**src/rtl/lcd_stripe_refresh_sequencer_core_macros.svh**
```systemverilog
// assertion macros shared by the stripe refresh sequencer rtl
`ifndef LCD_STRIPE_REFRESH_SEQUENCER_CORE_MACROS_SVH
`define LCD_STRIPE_REFRESH_SEQUENCER_CORE_MACROS_SVH

// same-cycle implication, disabled while reset is low
`define LSS_ASSERT_IMP(lbl, ante, cons, msg) \
  lbl: assert property (@(posedge clk_i) disable iff (!rst_ni) (ante) |-> (cons)) \
    else $error(msg);

// next-cycle implication, disabled while reset is low
`define LSS_ASSERT_NXT(lbl, ante, cons, msg) \
  lbl: assert property (@(posedge clk_i) disable iff (!rst_ni) (ante) |=> (cons)) \
    else $error(msg);

`endif

```
**src/rtl/lss_pkg.sv**
```systemverilog
// shared constants, types, microcode table and helpers of the stripe refresh sequencer
package lss_pkg;

  localparam int unsigned STORE_SIZE     = 9600;
  localparam int unsigned ADDR_W         = 14;
  localparam int unsigned SUM_W          = ADDR_W + 1;
  localparam int unsigned STRIPES        = 10;
  localparam int unsigned STRIPE_W       = 4;
  localparam int unsigned STRIPE_BYTES   = 960;
  localparam int unsigned PIX_W          = 10;
  localparam int unsigned STRIPE_COLUMNS = 32;
  localparam int unsigned COL_W          = 16;
  localparam int unsigned STEP_W         = 4;

  // lcd command and parameter bytes
  localparam logic [7:0] CMD_PAGE_SET = 8'h44;
  localparam logic [7:0] CMD_COL_SET  = 8'hc4;
  localparam logic [7:0] CMD_WRITE    = 8'h5c;
  localparam logic [7:0] PAR_ZERO     = 8'h00;
  localparam logic [7:0] PAR_PAGE     = 8'hb8;
  localparam logic [7:0] PAR_TAIL     = 8'hA5;

  // microcode step where the frame byte loop sits
  localparam logic [STEP_W-1:0] STEP_FIRST = STEP_W'(0);
  localparam logic [STEP_W-1:0] STEP_FRAME = STEP_W'(12);

  typedef enum logic [2:0] {
    SRC_LIT,
    SRC_START_HI,
    SRC_START_LO,
    SRC_END_HI,
    SRC_END_LO,
    SRC_STORE
  } src_e;

  typedef enum logic {
    JMP_NEXT,
    JMP_PIXEL_LOOP
  } jmp_e;

  // one control word of the refresh program
  typedef struct packed {
    logic              is_data;
    src_e              src;
    logic [7:0]        lit;
    jmp_e              jmp;
    logic [STEP_W-1:0] target;
  } ucode_t;

  // frame store write request
  typedef struct packed {
    logic              en;
    logic [ADDR_W-1:0] addr;
    logic [7:0]        data;
  } store_wr_t;

  // transfer described by the current step
  typedef struct packed {
    logic              is_data;
    logic              from_store;
    logic              in_range;
    logic [7:0]        lit;
    logic              done;
    logic [ADDR_W-1:0] rd_addr;
  } xfer_t;

  function automatic logic [7:0] rev8(input logic [7:0] v);
    logic [7:0] r;
    for (int b = 0; b < 8; b++) begin
      r[b] = v[7-b];
    end
    return r;
  endfunction

  function automatic ucode_t mk_word(input logic is_data, input src_e src,
                                     input logic [7:0] lit, input jmp_e jmp,
                                     input logic [STEP_W-1:0] target);
    ucode_t w;
    w.is_data = is_data;
    w.src     = src;
    w.lit     = lit;
    w.jmp     = jmp;
    w.target  = target;
    return w;
  endfunction

  // refresh program, one word per step
  function automatic ucode_t ucode_rom(input logic [STEP_W-1:0] step);
    ucode_t w;
    unique case (step)
      STEP_W'(0):  w = mk_word(1'b0, SRC_LIT, CMD_PAGE_SET, JMP_NEXT, STEP_FIRST);
      STEP_W'(1):  w = mk_word(1'b1, SRC_LIT, PAR_ZERO, JMP_NEXT, STEP_FIRST);
      STEP_W'(2):  w = mk_word(1'b1, SRC_LIT, PAR_PAGE, JMP_NEXT, STEP_FIRST);
      STEP_W'(3):  w = mk_word(1'b1, SRC_LIT, PAR_ZERO, JMP_NEXT, STEP_FIRST);
      STEP_W'(4):  w = mk_word(1'b1, SRC_LIT, PAR_TAIL, JMP_NEXT, STEP_FIRST);
      STEP_W'(5):  w = mk_word(1'b0, SRC_LIT, CMD_COL_SET, JMP_NEXT, STEP_FIRST);
      STEP_W'(6):  w = mk_word(1'b1, SRC_START_HI, PAR_ZERO, JMP_NEXT, STEP_FIRST);
      STEP_W'(7):  w = mk_word(1'b1, SRC_START_LO, PAR_ZERO, JMP_NEXT, STEP_FIRST);
      STEP_W'(8):  w = mk_word(1'b1, SRC_END_HI, PAR_ZERO, JMP_NEXT, STEP_FIRST);
      STEP_W'(9):  w = mk_word(1'b1, SRC_END_LO, PAR_ZERO, JMP_NEXT, STEP_FIRST);
      STEP_W'(10): w = mk_word(1'b0, SRC_LIT, CMD_WRITE, JMP_NEXT, STEP_FIRST);
      STEP_W'(11): w = mk_word(1'b1, SRC_LIT, PAR_TAIL, JMP_NEXT, STEP_FIRST);
      STEP_FRAME:  w = mk_word(1'b1, SRC_STORE, PAR_ZERO, JMP_PIXEL_LOOP, STEP_FIRST);
      default:     w = mk_word(1'b1, SRC_STORE, PAR_ZERO, JMP_PIXEL_LOOP, STEP_FIRST);
    endcase
    return w;
  endfunction

endpackage

```
**src/rtl/lss_seq.sv**
```systemverilog
// microcoded step sequencer: step counter, pixel loop and stripe counters
module lss_seq (
  input  logic           clk_i,
  input  logic           rst_ni,
  input  logic           tick_i,
  output lss_pkg::xfer_t xfer_o
);

  logic [lss_pkg::STEP_W-1:0]   step_q, step_d;
  logic [lss_pkg::PIX_W-1:0]    pixel_q, pixel_d;
  logic [lss_pkg::STRIPE_W-1:0] stripe_q, stripe_d;
  logic [lss_pkg::ADDR_W-1:0]   base_q, base_d;

  lss_pkg::ucode_t           word;
  logic [lss_pkg::COL_W-1:0] start_col, end_col;
  logic [lss_pkg::SUM_W-1:0] addr_sum;
  logic                      pixel_last;
  logic                      stripe_last;
  logic [7:0]                src_byte;

  assign word        = lss_pkg::ucode_rom(step_q);
  assign start_col   = lss_pkg::COL_W'(32'(stripe_q) * lss_pkg::STRIPE_COLUMNS);
  assign end_col     = lss_pkg::COL_W'(start_col + lss_pkg::COL_W'(lss_pkg::STRIPE_COLUMNS - 1));
  assign addr_sum    = lss_pkg::SUM_W'(base_q) + lss_pkg::SUM_W'(pixel_q);
  assign pixel_last  = (pixel_q == lss_pkg::PIX_W'(lss_pkg::STRIPE_BYTES - 1));
  assign stripe_last = (stripe_q == lss_pkg::STRIPE_W'(lss_pkg::STRIPES - 1));

  // byte source select of the control word
  always_comb begin
    unique case (word.src)
      lss_pkg::SRC_LIT:      src_byte = word.lit;
      lss_pkg::SRC_START_HI: src_byte = lss_pkg::rev8(start_col[15:8]);
      lss_pkg::SRC_START_LO: src_byte = lss_pkg::rev8(start_col[7:0]);
      lss_pkg::SRC_END_HI:   src_byte = lss_pkg::rev8(end_col[15:8]);
      lss_pkg::SRC_END_LO:   src_byte = lss_pkg::rev8(end_col[7:0]);
      lss_pkg::SRC_STORE:    src_byte = 8'h00;
      default:               src_byte = 8'h00;
    endcase
  end

  assign xfer_o.is_data    = word.is_data;
  assign xfer_o.from_store = (word.src == lss_pkg::SRC_STORE);
  assign xfer_o.in_range   = (addr_sum < lss_pkg::SUM_W'(lss_pkg::STORE_SIZE));
  assign xfer_o.lit        = src_byte;
  assign xfer_o.done       = (word.jmp == lss_pkg::JMP_PIXEL_LOOP) && pixel_last;
  assign xfer_o.rd_addr    = addr_sum[lss_pkg::ADDR_W-1:0];

  // step advance and conditional jump at the end of the pixel loop
  always_comb begin
    step_d   = step_q;
    pixel_d  = pixel_q;
    stripe_d = stripe_q;
    base_d   = base_q;
    if (tick_i) begin
      unique case (word.jmp)
        lss_pkg::JMP_NEXT: begin
          step_d = lss_pkg::STEP_W'(step_q + 1'b1);
        end
        lss_pkg::JMP_PIXEL_LOOP: begin
          if (pixel_last) begin
            step_d  = word.target;
            pixel_d = '0;
            if (stripe_last) begin
              stripe_d = '0;
              base_d   = '0;
            end else begin
              stripe_d = lss_pkg::STRIPE_W'(stripe_q + 1'b1);
              base_d   = lss_pkg::ADDR_W'(base_q + lss_pkg::ADDR_W'(lss_pkg::STRIPE_BYTES));
            end
          end else begin
            pixel_d = lss_pkg::PIX_W'(pixel_q + 1'b1);
          end
        end
        default: begin
          step_d = step_q;
        end
      endcase
    end
  end

  always_ff @(posedge clk_i or negedge rst_ni) begin
    if (!rst_ni) begin
      step_q   <= '0;
      pixel_q  <= '0;
      stripe_q <= '0;
      base_q   <= '0;
    end else begin
      step_q   <= step_d;
      pixel_q  <= pixel_d;
      stripe_q <= stripe_d;
      base_q   <= base_d;
    end
  end

endmodule
```
**config.mk**
```make
export PLATFORM = sky130hd
export DESIGN_NAME = lss_seq
export DESIGN_NICKNAME = d
export VERILOG_FILES = /design/src/rtl/lcd_stripe_refresh_sequencer_core_macros.svh /design/src/rtl/lss_pkg.sv /design/src/rtl/lss_seq.sv
export SDC_FILE = /design/constraint.sdc
export NUM_CORES = 1
export LEC_CHECK = 0
export BUFFER_PORTS_ARGS = -buffer_cell sky130_fd_sc_hd__buf_2
export CORE_MARGIN = 8
export CORE_UTILIZATION = 24
export CTS_BUF_LIST = sky130_fd_sc_hd__clkbuf_4
export CTS_CLUSTER_DIAMETER = 30
export DETAILED_ROUTE_END_ITERATION = 12
export SETUP_SLACK_MARGIN = 0.05
export SLEW_MARGIN = 20
export SYNTH_ARGS = -nofsm -noshare
export SYNTH_HDL_FRONTEND = slang
export SYNTH_SLANG_ARGS = --single-unit
```
**constraint.sdc**
```tcl
create_clock -name clk_i -period 2.8 [get_ports clk_i]
set_clock_uncertainty 0.15 [all_clocks]
set_input_delay 0.28 -clock clk_i [delete_from_list [all_inputs] [get_ports clk_i]]
set_output_delay 0.28 -clock clk_i [all_outputs]
set_load 0.05 [all_outputs]
```
* Word-level counts from Yosys, hierarchy flattened *
Memories as Yosys holds them, arrays and structs flattened.
Index checks and enable logic that the tools add are counted.

storage, ports and cells
  flip-flop bits (word level) = 32
  bits in read-only memories = 192
  input port bits = 3
  output and inout port bits = 26
  logic and storage cells = 32
  memories = 1

operators by class
  $add $sub $neg = 6
  magnitude comparators = 1
  eq/ne operators = 8
  muxes and demuxes = 6
  bitwise gates (word level) = 1
  reduce and logical (&&, ||, !) cells = 5

memory list
  name             depth  width  rd ports  clocked after Yosys merged registers in  wr ports  line           RTL
  (no name shown)  16     12     1         0                                        0         lss_pkg.sv:90  unique case (step)

operators with widths
  kind                                                                            number
  8-bit case mux with 5 select lines                                              1
  14-bit by 10-bit adder with 15-bit output                                       1
  15-bit by 14-bit less-than comparator with 1-bit output, second input constant  1
  14-bit by 10-bit adder with 14-bit output, second input constant                1
  14-bit 2-to-1 mux                                                               1
  10-bit by 1-bit adder with 10-bit output, second input constant                 1
  9-bit by 5-bit adder with 10-bit output, second input constant                  1
  10-bit equality test, second input constant                                     1
  10-bit 2-to-1 mux                                                               1
  4-bit by 1-bit adder with 4-bit output, second input constant                   2
  4-bit 2-to-1 mux                                                                2
  4-bit case mux with 2 select lines                                              1
  3-bit by 2-bit equality test with 1-bit output, second input constant           2
  3-bit equality test, second input constant                                      2
  4-bit equality test, second input constant                                      1
  2-bit AND reduction                                                             2
  3-bit by 1-bit equality test with 1-bit output, second input constant           1
  3-bit zero test                                                                 1
  3-bit AND reduction                                                             1
  2-bit by 1-bit inequality test with 1-bit output, second input constant         1
  1-bit logical AND                                                               1
  1-bit NOT                                                                       1

* Logic depth before layout (Yosys ltp) *
  depth in word-level cells = 3
  gate-level depth with buffers = 8
  gate-level depth less buffers = 7

* Worst setup path after synthesis *
No wires, ideal clock.

  kind = reg2out
  start point = reg pixel_q[7] (netlist bit)
  end point = out xfer_o[23] (netlist bit)
  data arrival time = 2.593 ns
  required time = 2.370 ns
  path slack = -0.223 ns
  stages on the path, launching flop included = 8
  path buffers = 1
  cell sequence = dfrtp_1 ha_1 clkbuf_8 a21oi_1 o21bai_1 xor2_1 o211ai_1 a31o_1

RTL lines
  element                 line           RTL
  from (decl)             lss_seq.sv:10  logic [lss_pkg::PIX_W-1:0] pixel_q, pixel_d;
  from (signal assigned)  lss_seq.sv:89  pixel_q <= pixel_d;
  to (decl)               lss_seq.sv:6   output lss_pkg::xfer_t xfer_o

==> impl_results.md <==
- Largest net degree at the start of global routing: 27
- Initial DRC Count: 94
- CTS tree: done
- Crit. path cell count: 8
- Register bit total from synthesis: 26
- Vias per cell: 4.847
- Die W: 110.5 µm
- Worst hold start: tick_i
- Slew @ Worst Pin: 0.6846 ns
- Post-synthesis net count: 274
- Leakage Power: 1.106 nW
- Flop2flop setup slack: 0.68 ns
- Pins Over Slew Limit: 0
- Power share of the combinational group: 50.7%
- Fin cells: 391
- Max_cap viols: 0
- Post-synth EDFFs: 0
- Slowest cell on crit path: dfrtp_2
- Gate Count Post-Synth: 257
- Final Hold Vio Count: 0
- DP HPWL: 3729 µm
- Final min period: 2.625 ns
- Req. time, crit path: 2.37 ns
- Critical path's largest stage delay: 0.48 ns
- Relative slew slack: 54.24%
- Global-route wire length before repair: 8707 µm
- Pwr per Cell Area: 653.9 nW/µm²
- Worst hold path type: input port to register
- CP endpoint: xfer_o[23]
- NetSw: 0.0008170 W
- H-tree lvl count: 1
- Setup TNS: 0 ns
- Top cell family by delay on the critical path: flip-flops
- Peak supply drop: 0.3205 mV
- Setup crit start kind: register
- Die Span Y: 110.5 µm
- Worst Reg2Reg Path Length in Cells: 6
- Pint: 0.0008391 W
- Outcome: finished, final reports clean
- Antenna violation net count after detailed routing: 0
- CP Cell Sequence: ha_4, a21oi_4, buf_4, o21ai_2, nand4_1, or2b_2, a31o_1, buf_6
- Port Buffer Count: 28
- Worst Path Arrival: 2.19 ns
- WL final: 4901 µm
- Die area: 12220 µm²
- Area delta synth->final: 18.09%
- Synth Cell Area: 2145 µm²
- Layout cells sized above 1: 24.73%
- Crit path launch: base_q[9]
- Synth top area cells: dfrtp_1 (30%), ha_1 (8.2%), nand2_1 (5.6%)
- Longest Clk Path Bufs: 2
- Final GP Congestion: 0.8198
- CORE AREA: 8678 µm²
- R2R Path Start: pixel_q[0]
- Critical path class: register to primary output
- Synth area leader: dfrtp_1
- Register area share after synthesis: 30.34%
- Switching Share: 49.33%
- Setup violations, final: 0
- Fmax: 0.3810 GHz
- Unrepaired setup endpoints after global routing: true
- CTS sink cnt: 26
- Io pins: 29
- Ys async rst share: 100.0%
- Syn avg cell area: 8.345 µm²
- Total clock buffers created by CTS: 3
- Final net count: 301
- Placed Cells: 383
- Share of the synthesized area in the top cell type: 30.34%
- Netlist cell types: 56
- Antenna Cells: 0
- Row count: 34
- # DRC: 0
- Initial Util: 24.71%
- Clock share of power: 15.8%
- Filler cells: 962
- DR vias: 1895
- CTS clk-pin slew, worst paths: 0.15 ns
- Clock Latency Late Sink: 0.33 ns
- CP Max Fanout: 4
- Crit path buffers/inverters: 2
- Period utilization: 93.75%
- TritonRoute pass-1 iters: 4
- Antenna violations before repair: 0
- CTS Root Cell: clkbuf_4
- DR WL/cell: 12.53 µm
- Number of global-route vias before repair: 1912
- Crit. End Element: primary output
- Gr ovfl total: 0
- Synth Flop Type: dfrtp_1
- GRT Total Usage: 7.942%
- FF-to-FF End: base_q[10]
- Flop pwr share: 33.5%
- Yosys warnings: 0
==> power groups by stage <==
stage | Clock (W) | Sequential [W] | Combinational [W]
2_1_floorplan | 0 | 0.000496 | 0.000724
5_1_grt | 0.000284 | 0.000572 | 0.000930
3_5_place_dp | 0 | 0.000560 | 0.000819
4_1_cts | 0.000269 | 0.000552 | 0.000826
3_3_place_gp | 0 | 0.000555 | 0.000811
6_report | 0.000262 | 0.000555 | 0.000840
==> synth_stat cells, types with 2 or more instances <==
| cell type | n |
|---|---|
| o211ai_1 | 5 |
| nor3_1 | 4 |
| xnor2_1 | 7 |
| buf_4 | 2 |
| nor4b_2 | 2 |
| o31ai_1 | 5 |
| a31oi_1 | 2 |
| clkbuf_8 | 2 |
| nor2b_1 | 2 |
| a21o_1 | 4 |
| clkbuf_1 | 4 |
| and2_1 | 4 |
| and3_1 | 2 |
| nor4_1 | 2 |
| o21ai_1 | 3 |
| dfrtp_1 | 26 |
| nor2_1 | 15 |
| o21ai_0 | 21 |
| inv_1 | 17 |
| o21a_1 | 3 |
| nand2_1 | 32 |
| nand4_1 | 5 |
| a41o_1 | 2 |
| nand3_1 | 11 |
| a32o_1 | 2 |
| buf_6 | 3 |
| a21oi_1 | 17 |
| nand2b_1 | 2 |
| a21boi_0 | 2 |
| ha_1 | 14 |
| buf_2 | 2 |
| nor3b_1 | 2 |
| xor2_1 | 8 |
==> flip-flops by register name, summed over array words and instances (netlist names) <==
name      cells
stripe_q      4
base_q        8
pixel_q      10
step_q        4
==> placed cells by master, fill, tap and decap left out, types with 3 or more instances in the layout <==
cell type and instances:
nand4_1 5, nand3_1 11, buf_4 8, ha_1 10
o21ai_0 18, buf_2 25, xor2_1 6, nor2_1 14
inv_1 17, and2_1 4, a21o_1 4, nor3_1 4
o21ai_1 4, dfrtp_2 7, dfrtp_1 19, ha_4 3
clkbuf_4 4, o21a_1 3, nand2_1 32, o31ai_1 5
o211ai_1 5, a21oi_1 15, xnor2_1 7
==> cells by family (layout without fill, tap and decap cells) <==
family | Yosys count | count (layout) | share of synthesized area, %
mux | 2 | 2 | 0.9918
xor+xnor | 15 | 15 | 6.126
flops | 26 | 26 | 30.34
compound gates | 74 | 74 | 22.11
buf+inv | 32 | 58 | 8.284
simple gates | 93 | 93 | 23.80
other cells | 1 | 1 | 0.1749
fa+ha+maj | 14 | 14 | 8.168
==> area by class of cell <==
cell class | instances | area (µm²) | share of cell area [%]
inverter | 17 | 63.81 | 2.520
timing repair buffer | 37 | 225.2 | 8.893
multi-input combinational | 199 | 1396 | 55.14
sequential | 26 | 659.4 | 26.04
tap | 108 | 135.1 | 5.336
clock inverter | 1 | 30.03 | 1.186
clock buffer | 3 | 22.52 | 0.8893
==> how the worst min path moves through the flow <==
stage / end / slack, ns / cells after the start
5_1_grt: step_q[2] / 0.09 / 2
6_report: step_q[2] / 0.07 / 2
3_3_place_gp: pixel_q[0] / 0.17 / 1
4_1_cts: step_q[2] / 0.06 / 2
3_5_place_dp: pixel_q[4] / 0.18 / 1
2_1_floorplan: base_q[10] / -0.17 / 0
==> per-stage QoR <==
step,worst slack [ns],util [%],instance area [µm²],power [W],hold slack [ns]
6_report,0.1751,29.18,2532,0.001656,0.06705
5_1_grt,0.03242,29.18,2532,0.001786,0.08759
4_1_cts,0.03411,28.23,2450,0.001646,0.06333
3_5_place_dp,0.1340,27.18,2359,0.001379,0.1780
3_3_place_gp,0.2533,27.18,2359,0.001366,0.1727
2_1_floorplan,0.06195,-,2160,0.001220,-0.1656
==> per-layer routing <==
| metal | track usage (%) | part of all wire, % | wire length [µm] | up-vias |
|---|---|---|---|---|
| li1 | - | - | - | 962 |
| met1 | 10.37 | 51 | 2509 | 892 |
| met2 | 13.20 | 45 | 2192 | 36 |
| met3 | 0.9740 | 2.9 | 140 | 5 |
| met4 | 2.523 | 1.2 | 59 | 0 |
| met5 | 0 | 0 | 0 | - |
==> what timing repair did <==
item,4_1_cts,5_1_grt
resized for setup,10,16
setup endpoints to repair,4,6
hold buffers,1,0
buffers inserted,0,3
pin swaps,0,4
cloned,0,0
endpoints found under the hold margin,26,0
Power figures use the tool's default switching activity.
